### src/rtl/core/iee_pkg.sv
// Shared types, codes and helpers of the infix expression evaluator
package iee_pkg;

  localparam int unsigned ValueDepthDefault = 64;

  localparam logic [1:0] StOk       = 2'd0;
  localparam logic [1:0] StBadChar  = 2'd1;
  localparam logic [1:0] StDivZero  = 2'd2;
  localparam logic [1:0] StOverflow = 2'd3;

  localparam logic [1:0] OpAdd = 2'd0;
  localparam logic [1:0] OpSub = 2'd1;
  localparam logic [1:0] OpMul = 2'd2;
  localparam logic [1:0] OpDiv = 2'd3;

  // Token classes handed from front to back
  typedef enum logic [2:0] {
    TK_DIGIT,
    TK_SPACE,
    TK_OPER,
    TK_BAD
  } tok_kind_e;

  typedef struct packed {
    tok_kind_e  kind;
    logic [3:0] digit;
    logic [1:0] op;
    logic       last;
  } tok_t;

endpackage

### src/rtl/core/infix_expression_evaluator_core.sv
// Top level of the infix expression evaluator
// Usage:
//   Input channel: one ASCII character per transfer on ch_i, with last_i set
//   on the final character of an expression. Digits build unsigned numbers,
//   spaces separate tokens, + - * / apply with precedence, left to right.
//   Output channel: one transfer per expression, after its last character,
//   carrying value_o (32-bit signed, wrapping) and status_o (0 ok, 1 invalid
//   character, 2 divide by zero, 3 value stack overflow; value is 0 on error).
//   Token flow: a two-entry token queue sits between the decoder and the
//   evaluator, which takes a token only while idle. A digit is folded into
//   the number; a space or operator pushes it, and an operator then runs up
//   to two reductions (pop, pop, execute, push), a division waiting on the
//   one-bit-per-cycle divider. The result is then read back and registered.
//   Reset clears all control state; the value stack memory is not cleared.
//   A stalled result holds its register; once the queue fills, stall_o rises.
module infix_expression_evaluator_core #(
  parameter int unsigned ValueDepth = iee_pkg::ValueDepthDefault
) (
  input  logic        clk_i,
  input  logic        rst_ni,
  input  logic        valid_i,
  output logic        stall_o,
  input  logic [7:0]  ch_i,
  input  logic        last_i,
  output logic        valid_o,
  input  logic        stall_i,
  output logic signed [31:0] value_o,
  output logic [1:0]  status_o
);
  import iee_pkg::*;

  tok_t tok;
  logic tok_valid, tok_take;
  logic [31:0] value;

  iee_front u_front (
    .clk_i, .rst_ni, .valid_i, .stall_o, .ch_i, .last_i,
    .tok_valid_o(tok_valid), .tok_take_i(tok_take), .tok_o(tok)
  );

  iee_back #(.ValueDepth(ValueDepth)) u_back (
    .clk_i, .rst_ni, .tok_valid_i(tok_valid), .tok_take_o(tok_take), .tok_i(tok),
    .valid_o, .stall_i, .value_o(value), .status_o
  );

  assign value_o = value;
endmodule

### src/rtl/core/iee_front.sv
// Front end: classify characters and queue tokens
module iee_front (
  input  logic          clk_i,
  input  logic          rst_ni,
  input  logic          valid_i,
  output logic          stall_o,
  input  logic [7:0]    ch_i,
  input  logic          last_i,
  output logic          tok_valid_o,
  input  logic          tok_take_i,
  output iee_pkg::tok_t tok_o
);
  import iee_pkg::*;

  tok_t       fifo_q [2];
  logic       wr_q, rd_q;
  logic [1:0] cnt_q;
  tok_t       tok_in;
  logic       push, pop;

  // Decode one character
  always_comb begin
    tok_in.digit = ch_i[3:0];
    tok_in.last  = last_i;
    tok_in.op    = OpAdd;
    tok_in.kind  = TK_BAD;
    if (ch_i >= 8'h30 && ch_i <= 8'h39) tok_in.kind = TK_DIGIT;
    else if (ch_i == 8'h20) tok_in.kind = TK_SPACE;
    else if (ch_i == 8'h2b) begin tok_in.kind = TK_OPER; tok_in.op = OpAdd; end
    else if (ch_i == 8'h2d) begin tok_in.kind = TK_OPER; tok_in.op = OpSub; end
    else if (ch_i == 8'h2a) begin tok_in.kind = TK_OPER; tok_in.op = OpMul; end
    else if (ch_i == 8'h2f) begin tok_in.kind = TK_OPER; tok_in.op = OpDiv; end
  end

  assign stall_o     = (cnt_q == 2'd2);
  assign push        = valid_i && !stall_o;
  assign tok_valid_o = (cnt_q != 2'd0);
  assign pop         = tok_valid_o && tok_take_i;
  assign tok_o       = fifo_q[rd_q];

  // Hold queue pointers
  always_ff @(posedge clk_i or negedge rst_ni) begin
    if (!rst_ni) begin
      wr_q  <= 1'b0;
      rd_q  <= 1'b0;
      cnt_q <= 2'd0;
    end else begin
      if (push) wr_q <= !wr_q;
      if (pop) rd_q <= !rd_q;
      cnt_q <= cnt_q + {1'b0, push} - {1'b0, pop};
    end
  end

  // Store queue payload
  always_ff @(posedge clk_i) begin
    if (push) fifo_q[wr_q] <= tok_in;
  end
endmodule

### src/rtl/core/iee_divider.sv
// Iterative 32-bit signed divider, truncating toward zero
module iee_divider (
  input  logic        clk_i,
  input  logic        rst_ni,
  input  logic        start_i,
  input  logic [31:0] a_i,
  input  logic [31:0] b_i,
  output logic        done_o,
  output logic [31:0] q_o
);
  logic [31:0] rem_q, quo_q, den_q;
  logic [5:0]  cnt_q;
  logic        busy_q, neg_q, done_q;
  logic [32:0] trial;
  logic [31:0] shifted;

  assign shifted = {rem_q[30:0], quo_q[31]};
  assign trial   = {1'b0, shifted} - {1'b0, den_q};
  assign done_o  = done_q;
  assign q_o     = neg_q ? (32'd0 - quo_q) : quo_q;

  // Advance one quotient bit per cycle
  always_ff @(posedge clk_i or negedge rst_ni) begin
    if (!rst_ni) begin
      busy_q <= 1'b0;
      done_q <= 1'b0;
      cnt_q  <= 6'd0;
    end else begin
      done_q <= 1'b0;
      if (start_i) begin
        busy_q <= 1'b1;
        cnt_q  <= 6'd0;
      end else if (busy_q) begin
        cnt_q <= cnt_q + 6'd1;
        if (cnt_q == 6'd31) begin
          busy_q <= 1'b0;
          done_q <= 1'b1;
        end
      end
    end
  end

  // Hold operand and partial result
  always_ff @(posedge clk_i) begin
    if (start_i) begin
      rem_q <= 32'd0;
      quo_q <= a_i[31] ? (32'd0 - a_i) : a_i;
      den_q <= b_i[31] ? (32'd0 - b_i) : b_i;
      neg_q <= a_i[31] ^ b_i[31];
    end else if (busy_q) begin
      if (!trial[32]) begin
        rem_q <= trial[31:0];
        quo_q <= {quo_q[30:0], 1'b1};
      end else begin
        rem_q <= shifted;
        quo_q <= {quo_q[30:0], 1'b0};
      end
    end
  end
endmodule

### src/rtl/core/iee_back.sv
// Back end: value stack, operator stack and reduction sequencer
module iee_back #(
  parameter int unsigned ValueDepth = iee_pkg::ValueDepthDefault
) (
  input  logic          clk_i,
  input  logic          rst_ni,
  input  logic          tok_valid_i,
  output logic          tok_take_o,
  input  iee_pkg::tok_t tok_i,
  output logic          valid_o,
  input  logic          stall_i,
  output logic [31:0]   value_o,
  output logic [1:0]    status_o
);
  import iee_pkg::*;

  localparam int unsigned TopW = $clog2(ValueDepth + 1);
  localparam int unsigned IdxW = (ValueDepth > 1) ? $clog2(ValueDepth) : 1;
  localparam logic [TopW-1:0] Full = TopW'(ValueDepth);

  typedef enum logic [3:0] {
    S_IDLE, S_NUMPUSH, S_CHECK, S_POPB, S_POPA, S_WAITA, S_EXEC, S_MUL,
    S_DIVWAIT, S_PUSH, S_DONE_OP, S_FINAL_RD, S_FINAL_WAIT, S_OUT
  } state_e;

  state_e          state_q;
  logic [31:0]     mem [ValueDepth];
  logic [31:0]     rd_q;
  logic [TopW-1:0] top_q;
  logic [1:0]      ops_q [2];
  logic [1:0]      opc_q;
  logic [31:0]     acc_q, a_q, b_q, r_q;
  logic            innum_q, last_q, oper_q;
  logic [1:0]      code_q, err_q, rop_q;
  logic            hasb_q, hasa_q;
  logic            valid_q;
  logic [31:0]     val_q;
  logic [1:0]      stat_q;
  logic            div_start, div_done;
  logic [31:0]     div_q;
  logic            mem_we, mem_re;
  logic [IdxW-1:0] wa, ra;
  logic [31:0]     wd;
  logic [1:0]      topop;
  logic            need_red;

  iee_divider u_div (
    .clk_i, .rst_ni, .start_i(div_start), .a_i(a_q), .b_i(b_q),
    .done_o(div_done), .q_o(div_q)
  );

  assign topop     = ops_q[opc_q[0] ? 1'b0 : 1'b1];
  // For a new operator, reduce while the pending top binds at least as tight,
  // or the stack is full; at the end of an expression, reduce everything
  assign need_red  = (opc_q != 2'd0) &&
                     (oper_q ? (topop[1] >= code_q[1] || opc_q == 2'd2) : last_q);
  assign tok_take_o = (state_q == S_IDLE) && tok_valid_i;
  assign valid_o   = valid_q;
  assign value_o   = val_q;
  assign status_o  = stat_q;
  assign div_start = (state_q == S_EXEC) && (rop_q == OpDiv) && (b_q != 32'd0);

  // Memory port control
  always_comb begin
    mem_we = 1'b0;
    wd     = acc_q;
    mem_re = 1'b0;
    ra     = IdxW'(top_q - TopW'(1));
    wa     = IdxW'(top_q);
    if (state_q == S_NUMPUSH && innum_q && err_q == StOk && top_q < Full) mem_we = 1'b1;
    if (state_q == S_PUSH && err_q == StOk && top_q < Full) begin
      mem_we = 1'b1;
      wd     = r_q;
    end
    if ((state_q == S_POPB || state_q == S_POPA || state_q == S_FINAL_RD) &&
        top_q != '0) mem_re = 1'b1;
  end

  // Hold the value stack
  always_ff @(posedge clk_i) begin
    if (mem_we) mem[wa] <= wd;
    if (mem_re) rd_q <= mem[ra];
  end

  // Sequence tokens and reductions
  always_ff @(posedge clk_i or negedge rst_ni) begin
    if (!rst_ni) begin
      state_q <= S_IDLE;
      top_q   <= '0;
      opc_q   <= 2'd0;
      acc_q   <= 32'd0;
      innum_q <= 1'b0;
      err_q   <= StOk;
      valid_q <= 1'b0;
      last_q  <= 1'b0;
      oper_q  <= 1'b0;
      code_q  <= OpAdd;
      hasa_q  <= 1'b0;
      hasb_q  <= 1'b0;
    end else begin
      if (valid_q && !stall_i && state_q != S_OUT) valid_q <= 1'b0;
      unique case (state_q)
        S_IDLE: if (tok_valid_i) begin
          last_q <= tok_i.last;
          oper_q <= (tok_i.kind == TK_OPER);
          code_q <= tok_i.op;
          if (err_q != StOk) state_q <= tok_i.last ? S_FINAL_RD : S_IDLE;
          else if (tok_i.kind == TK_DIGIT) begin
            acc_q   <= (acc_q << 3) + (acc_q << 1) + {28'd0, tok_i.digit};
            innum_q <= 1'b1;
            state_q <= tok_i.last ? S_NUMPUSH : S_IDLE;
          end else if (tok_i.kind == TK_BAD) begin
            err_q   <= StBadChar;
            state_q <= tok_i.last ? S_FINAL_RD : S_IDLE;
          end else state_q <= S_NUMPUSH;
        end
        S_NUMPUSH: begin
          if (innum_q) begin
            if (top_q < Full) top_q <= top_q + TopW'(1);
            else err_q <= StOverflow;
          end
          innum_q <= 1'b0;
          acc_q   <= 32'd0;
          state_q <= S_CHECK;
        end
        S_CHECK: begin
          if (err_q != StOk) state_q <= last_q ? S_FINAL_RD : S_IDLE;
          else if (need_red) begin
            rop_q   <= topop;
            opc_q   <= opc_q - 2'd1;
            state_q <= S_POPB;
          end else begin
            if (oper_q) begin
              ops_q[opc_q[0]] <= code_q;
              opc_q <= opc_q + 2'd1;
              oper_q <= 1'b0;
              state_q <= S_CHECK;
            end else state_q <= last_q ? S_FINAL_RD : S_IDLE;
          end
        end
        S_POPB: begin
          hasb_q <= (top_q != '0);
          if (top_q != '0) top_q <= top_q - TopW'(1);
          state_q <= S_POPA;
        end
        S_POPA: begin
          b_q    <= hasb_q ? rd_q : 32'd0;
          hasa_q <= (top_q != '0);
          if (top_q != '0) top_q <= top_q - TopW'(1);
          state_q <= S_WAITA;
        end
        S_WAITA: begin
          a_q     <= hasa_q ? rd_q : 32'd0;
          state_q <= S_EXEC;
        end
        S_EXEC: begin
          case (rop_q)
            OpAdd: begin r_q <= a_q + b_q; state_q <= S_PUSH; end
            OpSub: begin r_q <= a_q - b_q; state_q <= S_PUSH; end
            OpMul: state_q <= S_MUL;
            default: begin
              if (b_q == 32'd0) begin
                err_q   <= StDivZero;
                state_q <= S_CHECK;
              end else state_q <= S_DIVWAIT;
            end
          endcase
        end
        S_MUL: begin
          r_q     <= a_q * b_q;
          state_q <= S_PUSH;
        end
        S_DIVWAIT: if (div_done) begin
          r_q     <= div_q;
          state_q <= S_PUSH;
        end
        S_PUSH: begin
          if (top_q < Full) top_q <= top_q + TopW'(1);
          else err_q <= StOverflow;
          state_q <= S_CHECK;
        end
        S_DONE_OP: state_q <= S_CHECK;
        S_FINAL_RD: state_q <= S_FINAL_WAIT;
        S_FINAL_WAIT: state_q <= S_OUT;
        S_OUT: if (!valid_q || !stall_i) begin
          valid_q <= 1'b1;
          stat_q  <= err_q;
          val_q   <= (err_q == StOk && top_q != '0) ? rd_q : 32'd0;
          top_q   <= '0;
          opc_q   <= 2'd0;
          acc_q   <= 32'd0;
          innum_q <= 1'b0;
          err_q   <= StOk;
          oper_q  <= 1'b0;
          state_q <= S_IDLE;
        end
        default: state_q <= S_IDLE;
      endcase
    end
  end
endmodule

### config.mk
export PLATFORM = sky130hd
export DESIGN_NAME = infix_expression_evaluator_core
export DESIGN_NICKNAME = d
export VERILOG_FILES = /design/src/rtl/core/iee_pkg.sv /design/src/rtl/core/infix_expression_evaluator_core.sv /design/src/rtl/core/iee_front.sv /design/src/rtl/core/iee_divider.sv /design/src/rtl/core/iee_back.sv
export SDC_FILE = /design/constraint.sdc
export NUM_CORES = 2
export LEC_CHECK = 0
export ABC_CLOCK_PERIOD_IN_PS = 6330
export BUFFER_PORTS_ARGS = -buffer_cell sky130_fd_sc_hd__buf_2
export CAP_MARGIN = 5
export CORE_UTILIZATION = 58
export CTS_CLUSTER_SIZE = 12
export DETAILED_ROUTE_END_ITERATION = 10
export PLACE_DENSITY = 0.77
export SLEW_MARGIN = 30
export SYNTH_ARGS = -nofsm -noshare
export SYNTH_HDL_FRONTEND = slang
export SYNTH_SLANG_ARGS = --single-unit
### constraint.sdc
create_clock -name clk_i -period 6.33 [get_ports clk_i]
set_input_delay 1.899 -clock clk_i [delete_from_list [all_inputs] [get_ports clk_i]]
set_output_delay 1.899 -clock clk_i [all_outputs]
set_load 0.02 [all_outputs]
# [After elaboration in Yosys (flattened, before gate mapping)]
# Memories as Yosys holds them, arrays and structs flattened. A register that Yosys moved wholly into a read port is not among the register bits.
# Index checks and enable logic that the tools add are counted.
[op_classes] n_addsub=15 multipliers=1 order_cmp=4 n_eq_ne=42 n_mux=96 bitwise=2 n_reduce_logical=59
[op_table] cell="32-bit 2-to-1 mux" n=10
[op_table] cell="32-bit one-hot mux with 3 select lines" n=2
[op_table] cell="1-bit by 32-bit subtractor with 32-bit output, first input constant" n=3
[op_table] cell="32-bit adder" n=2
[op_table] cell="32-bit one-hot mux with 2 select lines" n=1
[op_table] cell="31-bit 2-to-1 mux" n=2
[op_table] cell="4-bit 2-to-1 mux" n=12
[op_table] cell="4-bit one-hot mux with 12 select lines" n=1
[op_table] cell="8-bit by 6-bit equality test with 1-bit output, second input constant" n=5
[op_table] cell="2-bit 2-to-1 mux" n=18
[op_table] cell="1-bit 2-to-1 mux" n=33
[op_table] cell="32-bit by 32-bit subtractor with 33-bit output" n=1
[op_table] cell="32-bit by 4-bit adder with 32-bit output" n=1
[op_table] cell="32-bit zero test" n=1
[op_table] cell="32-bit by 32-bit multiplier with 32-bit output" n=1
[op_table] cell="32-bit nonzero test" n=1
[op_table] cell="32-bit subtractor" n=1
[op_table] cell="7-bit 2-to-1 mux" n=4
[op_table] cell="7-bit one-hot mux with 4 select lines" n=1
[op_table] cell="4-bit equality test, second input constant" n=6
[op_table] cell="2-bit != test, second input constant" n=9
[op_table] cell="1-bit logical AND" n=17
[op_table] cell="4-bit by 3-bit equality test with 1-bit output, second input constant" n=4
[op_table] cell="4-bit AND reduction" n=4
[op_table] cell="45 further kinds" n=79
[word_totals] register_bits=295 ram_bits=2072 inputBits=13 out_inout_bits=36 n_memories=3
[memory_table] memory="u_back.mem" depth=64 width=32 rd=1 rd_ports_with_merged_regs=1 write_ports=1 line_no="iee_back.sv:27" source="logic [31:0] mem [ValueDepth];"
[memory_table] memory="u_front.fifo_q" depth=2 width=10 rd=1 rd_ports_with_merged_regs=0 write_ports=1 line_no="iee_front.sv:15" source="tok_t fifo_q [2];"
[memory_table] memory="u_back.ops_q" depth=2 width=2 rd=1 rd_ports_with_merged_regs=0 write_ports=1 line_no="iee_back.sv:30" source="logic [1:0] ops_q [2];"

# [Longest topological paths before layout]
# An unclocked memory read counts as a cell.
[logic_depth] ltp_word=11 ltp_mapped=28 ltp_nobuf=26

# [Hierarchy]
# Synthesis repeated with hierarchy kept, for this count alone.
[hier_totals] cells_unflattened=6864 hier_area_um2=115070.4
[modules_own_cells] mod="iee_back" instances=1 cells_each=5946 area_each_um2=106474.6
[modules_own_cells] mod="iee_divider" instances=1 cells_each=856 area_each_um2=7648.6
[modules_own_cells] mod="iee_front" instances=1 cells_each=62 area_each_um2=947.2

# [Worst setup path before layout]
# Ideal clock, no wire load.
[synth_path] path_type="reg-to-reg" from="register u_back.a_q[14]" to="register u_back.r_q[30], data pin" setup_time_ns=0.152 arrival_ns=6.819 required_ns=6.178 path_slack_ns=-0.641 path_stages_with_launch=27 synth_period_minus_slack_ns=6.971 cell_sequence="edfxtp_1 -> clkbuf_1 -> clkbuf_1 -> and2_1 -> fa_1 -> inv_1 -> fa_1 -> fa_1 -> fa_1 -> inv_1 -> fa_1 -> inv_1 -> fa_1 -> inv_1 -> fa_1 -> fa_1 -> ha_1 -> a21oi_1 -> o21ai_0 -> a21oi_1 -> o21ai_0 -> a41oi_1 -> a21o_1 -> a211o_1 -> nor4_1 -> a21oi_1 -> o21ai_0"
[synth_via] elab_chain_len=3 word_cells_on_any_way=5
[synth_lines] item="start, declared" line_no="iee_back.sv:32" source="logic [31:0] acc_q, a_q, b_q, r_q;"
[synth_lines] item="start signal, assigned" line_no="iee_back.sv:153" source="a_q <= hasa_q ? rd_q : 32'd0;"
[synth_lines] item="parallel branches: the longest is 2 deep, another holds 32-bit by 32-bit multiplier with 32-bit output"
[synth_lines] item="32-bit one-hot mux with 3 select lines *" line_no="iee_back.sv:102" source="unique case (state_q)"
[synth_lines] item="end signal, assigned" line_no="iee_back.sv:170" source="r_q <= a_q * b_q;"
[synth_lines] item="end signal, assigned" line_no="iee_back.sv:174" source="r_q <= div_q;"
[synth_lines] item="end, declared" line_no="iee_back.sv:32"
# Mark *: on every way between the ends.
# A chain may end at the register's enable or synchronous reset.

# [Final worst setup path]
[layout_path] from="register u_back.b_q[3]" to="register u_back.r_q[31], data pin"
[layout_via] elab_chain_len=3 word_cells_on_any_way=5
[layout_lines] item="start, declared" line_no="iee_back.sv:32"
[layout_lines] item="start signal, assigned" line_no="iee_back.sv:147" source="b_q <= hasb_q ? rd_q : 32'd0;"
[layout_lines] item="parallel branches: the longest is 2 deep, another holds 32-bit by 32-bit multiplier with 32-bit output"
[layout_lines] item="32-bit one-hot mux with 3 select lines *" line_no="iee_back.sv:102"
# Marked as above.

==> flow_metrics.py <==
metrics = {
    "clocking": {
        "cts_tree": "yes",
        "clock_latency_ps": 940,
        "clkSlewWorstSetupHoldPaths_ps": 60,
        "numCtsBuffers": 235,
        "htree_levels": 4,
        "cts.sinks": 2397,
        "cts_hold_buf": 0,
        "ctsLongestPathBuffers": 3,
        "clockRootBuffer": "clkbuf_16",
    },
    "global_route": {
        "grt_first_pass_wirelength_um": 477000,
        "antenna_found_initial": 41,
        "grt_max_degree": 116,
        "grt_pass1_vias": 67826,
        "grt_overflow": 0,
        "grt_usage_pct": 34.0,
    },
    "final_layout": {
        "design_area_um2": 129000,
        "nFillCells": 12692,
        "syn_to_final_growth_pct": 12.6,
        "final_util_pct": 66.0,
        "drive_above_1_share_pct": 23.0,
        "fin_nets": 7909,
        "multi_input_area_um2": 41400,
        "regArea_um2": 71300,
    },
    "floorplan": {
        "row_count": 162,
        "core_region_area_um2": 196000,
        "die-area_um2": 200000,
        "ios": 49,
        "die_y_um": 447,
        "initial_core_util_pct": 58.6,
        "chipWidth_um": 447,
    },
    "run": {
        "drv_cap": 0,
    },
    "timing": {
        "rsz0062_at_grt": "true",
        "fin_skew_ps": 150,
        "min_period_over_period_pct": 110,
        "whs_ps": 490,
        "finalWorstSetupSlack_ps": -642,
        "min_period_ps": 6970,
        "finalMaxSlewViolations": 0,
        "finalSetupViolCount": 18,
        "max_slew.worst_pin.slew_ps": 1050,
        "relSlewSlack_pct": 30.0,
        "fmax_mhz": 143,
        "hold_violations": 0,
    },
    "yosys": {
        "synth_cell_types": 82,
        "synth_top_area_share_pct": 60.1,
        "synth_seq_cells": 2397,
        "synth_top_area_cell": "edfxtp_1",
        "ys.flop_type": "edfxtp_1",
        "synth-warning-count": 0,
        "syn_nets": 7529,
        "netlist_area_um2": 115000,
        "yosysMostFrequentCell": "edfxtp_1",
        "synth_edf_count": 2299,
        "synth_cells": 6850,
        "yosys-top-cells-area": "edfxtp_1 60%, mux4_2 13%, fa_1 7.2%",
        "ys_seq_area_share_pct": 62.1,
        "async_flop_share_pct": 2.80,
        "synth_common_cells": "2,299 x edfxtp_1, 671 x mux4_2, 465 x inv_1, 465 x nand2_1, 412 x fa_1",
        "avgSynthCellArea_um2": 16.8,
    },
    "routing": {
        "vias": 66418,
        "wl_per_cell_um": 33.4,
        "drt-initial-drc-count": 8963,
        "viasPerCell": 6.64,
        "wl_um": 334000,
        "drcViolationCount": 0,
        "firstDrtPassIters": 6,
        "ant_nets": 0,
    },
    "placement": {
        "place_ws_ps": -643,
        "gp_congestion": 0.978,
        "dpl-instance-area_um2": 121000,
        "place_hpwl_um": 202000,
        "port-buffer-count": 48,
    },
    "run_status": {
        "outcome": "finished, violations left",
        "violations": "setup timing",
    },
    "setup_path": {
        "critPathKind": "reg2reg",
        "path_max_fanout": 6,
        "crit_required_ps": 6890,
        "cp.arrival_ps": 7530,
        "start_kind": "flip-flop",
        "critPathCaptureType": "flip-flop",
    },
    "min_path": {
        "hp-class": "reg2reg",
    },
}
-- through the flow --
stage | std cells | TNS, ps
floorplan | 6850 | -2650
CTS | 9973 | -6150
global placement | 9581 | -6800
detailed placement | 9584 | -7890
finish | 9999 | -7400
global route | 9986 | -10440
-- timing repair --
| action | 4_1_cts | 5_1_grt |
|---|---|---|
| endpoints found under the setup margin | 18 | 20 |
| gates resized for setup | 83 | 36 |
| pin swaps | 52 | 26 |
| endpoints found under the hold margin | 0 | 0 |
| cloned | 1 | 0 |
| setup buffers | 23 | 10 |
-- final cells by class --
type	count	share of cell area, %
Sequential cell	2397	55.2
Multi-Input combinational cell	3622	32.1
Clock buffer	299	4.77
Timing Repair Buffer	509	3.39
Tap cell	2624	2.54
Inverter	465	1.35
Clock inverter	68	0.639
Antenna cell	15	0.0291
-- critical path, stage by stage, from the launching register on --
cell      delay, ps
edfxtp_1        530
and2_4          230
fa_1            520
inv_1            60
fa_1            470
fa_1            500
fa_1            560
inv_2            40
fa_1            520
inv_2            40
fa_1            480
inv_1            50
fa_1            490
fa_1            450
ha_4            330
nand2_4          60
nor2_4          120
and2_4          180
a31oi_1          90
buf_4           160
o211ai_1        260
a41oi_1         180
xnor2_1         160
nand2_1          70
o221ai_1        110
-- cell families (layout without fill, tap and decap cells) --
logic type	Yosys count	in the layout	share of synthesized area [%]
simple gates	1311	1311	5.69
buf+inv	831	1341	2.77
compound gates	615	615	3.41
other cells	0	15	0
flops	2397	2397	62.1
xor+xnor	285	285	2.17
mux	745	745	13.9
fa+ha+maj	666	666	9.95
-- cells in the final DEF (no fill, tap or decap), drive strengths merged, types with 39 or more instances in the layout --
cell type and n:
o21ai 204, fa 412, mux2 40, a21oi 118, edfxtp 2299, nor2 206, ha 254, clkinv 58
xor2 124, dfrtp 67, inv 467, nand2 465, o31ai 39, a21o 46, and2 408, clkbuf 299
xnor2 161, buf 508, mux4 671
-- routing by layer --
layer,up-vias,part of all wire (%),track usage [%]
li1,26552,-,-
met1,33963,34,41.7
met2,4769,48,54.8
met3,1108,11,7.82
met4,26,7.0,21.5
met5,-,0.074,0
-- state kept, by name (all words and copies together), names as in the netlist, 2 cells and up --
name                cells
u_back.mem           2048
u_back.a_q             32
u_back.acc_q           32
u_back.b_q             32
u_back.r_q             32
u_back.rd_q            32
u_back.u_div.den_q     32
u_back.u_div.quo_q     32
u_back.value_o         32
u_back.u_div.rem_q     31
u_front.fifo_q         18
u_back.top_q            7
u_back.u_div.cnt_q      6
u_back.ops_q            4
u_back.state_q          4
u_back.code_q           2
u_back.err_q            2
u_back.opc_q            2
u_back.rop_q            2
u_back.status_o         2
u_front.cnt_q           2
-- worst paths after layout --
path / start / to / slack (ps) / cells after the start
min in group asynchronous: rst_ni / u_back.acc_q[4]$_DFFE_PN0P_ / 1020 / 1
max reg2reg: u_back.b_q[3]$_SDFFCE_PN0P_ / u_back.r_q[31]$_DFFE_PP_ / -640 / 24
max: u_back.b_q[3]$_SDFFCE_PN0P_ / u_back.r_q[31]$_DFFE_PP_ / -640 / 24
min: u_back.u_div.rem_q[20]$_SDFFE_PP0P_ / u_back.u_div.rem_q[20]$_SDFFE_PP0P_ / 490 / 2
max in group asynchronous: rst_ni / u_back.top_q[0]$_DFFE_PN0P_ / 4320 / 2
min reg2reg: u_back.u_div.rem_q[20]$_SDFFE_PP0P_ / u_back.u_div.rem_q[20]$_SDFFE_PP0P_ / 490 / 2
Power is not shown: default switching activity piles up to over one toggle a cycle in this logic, so the estimate is an artifact.
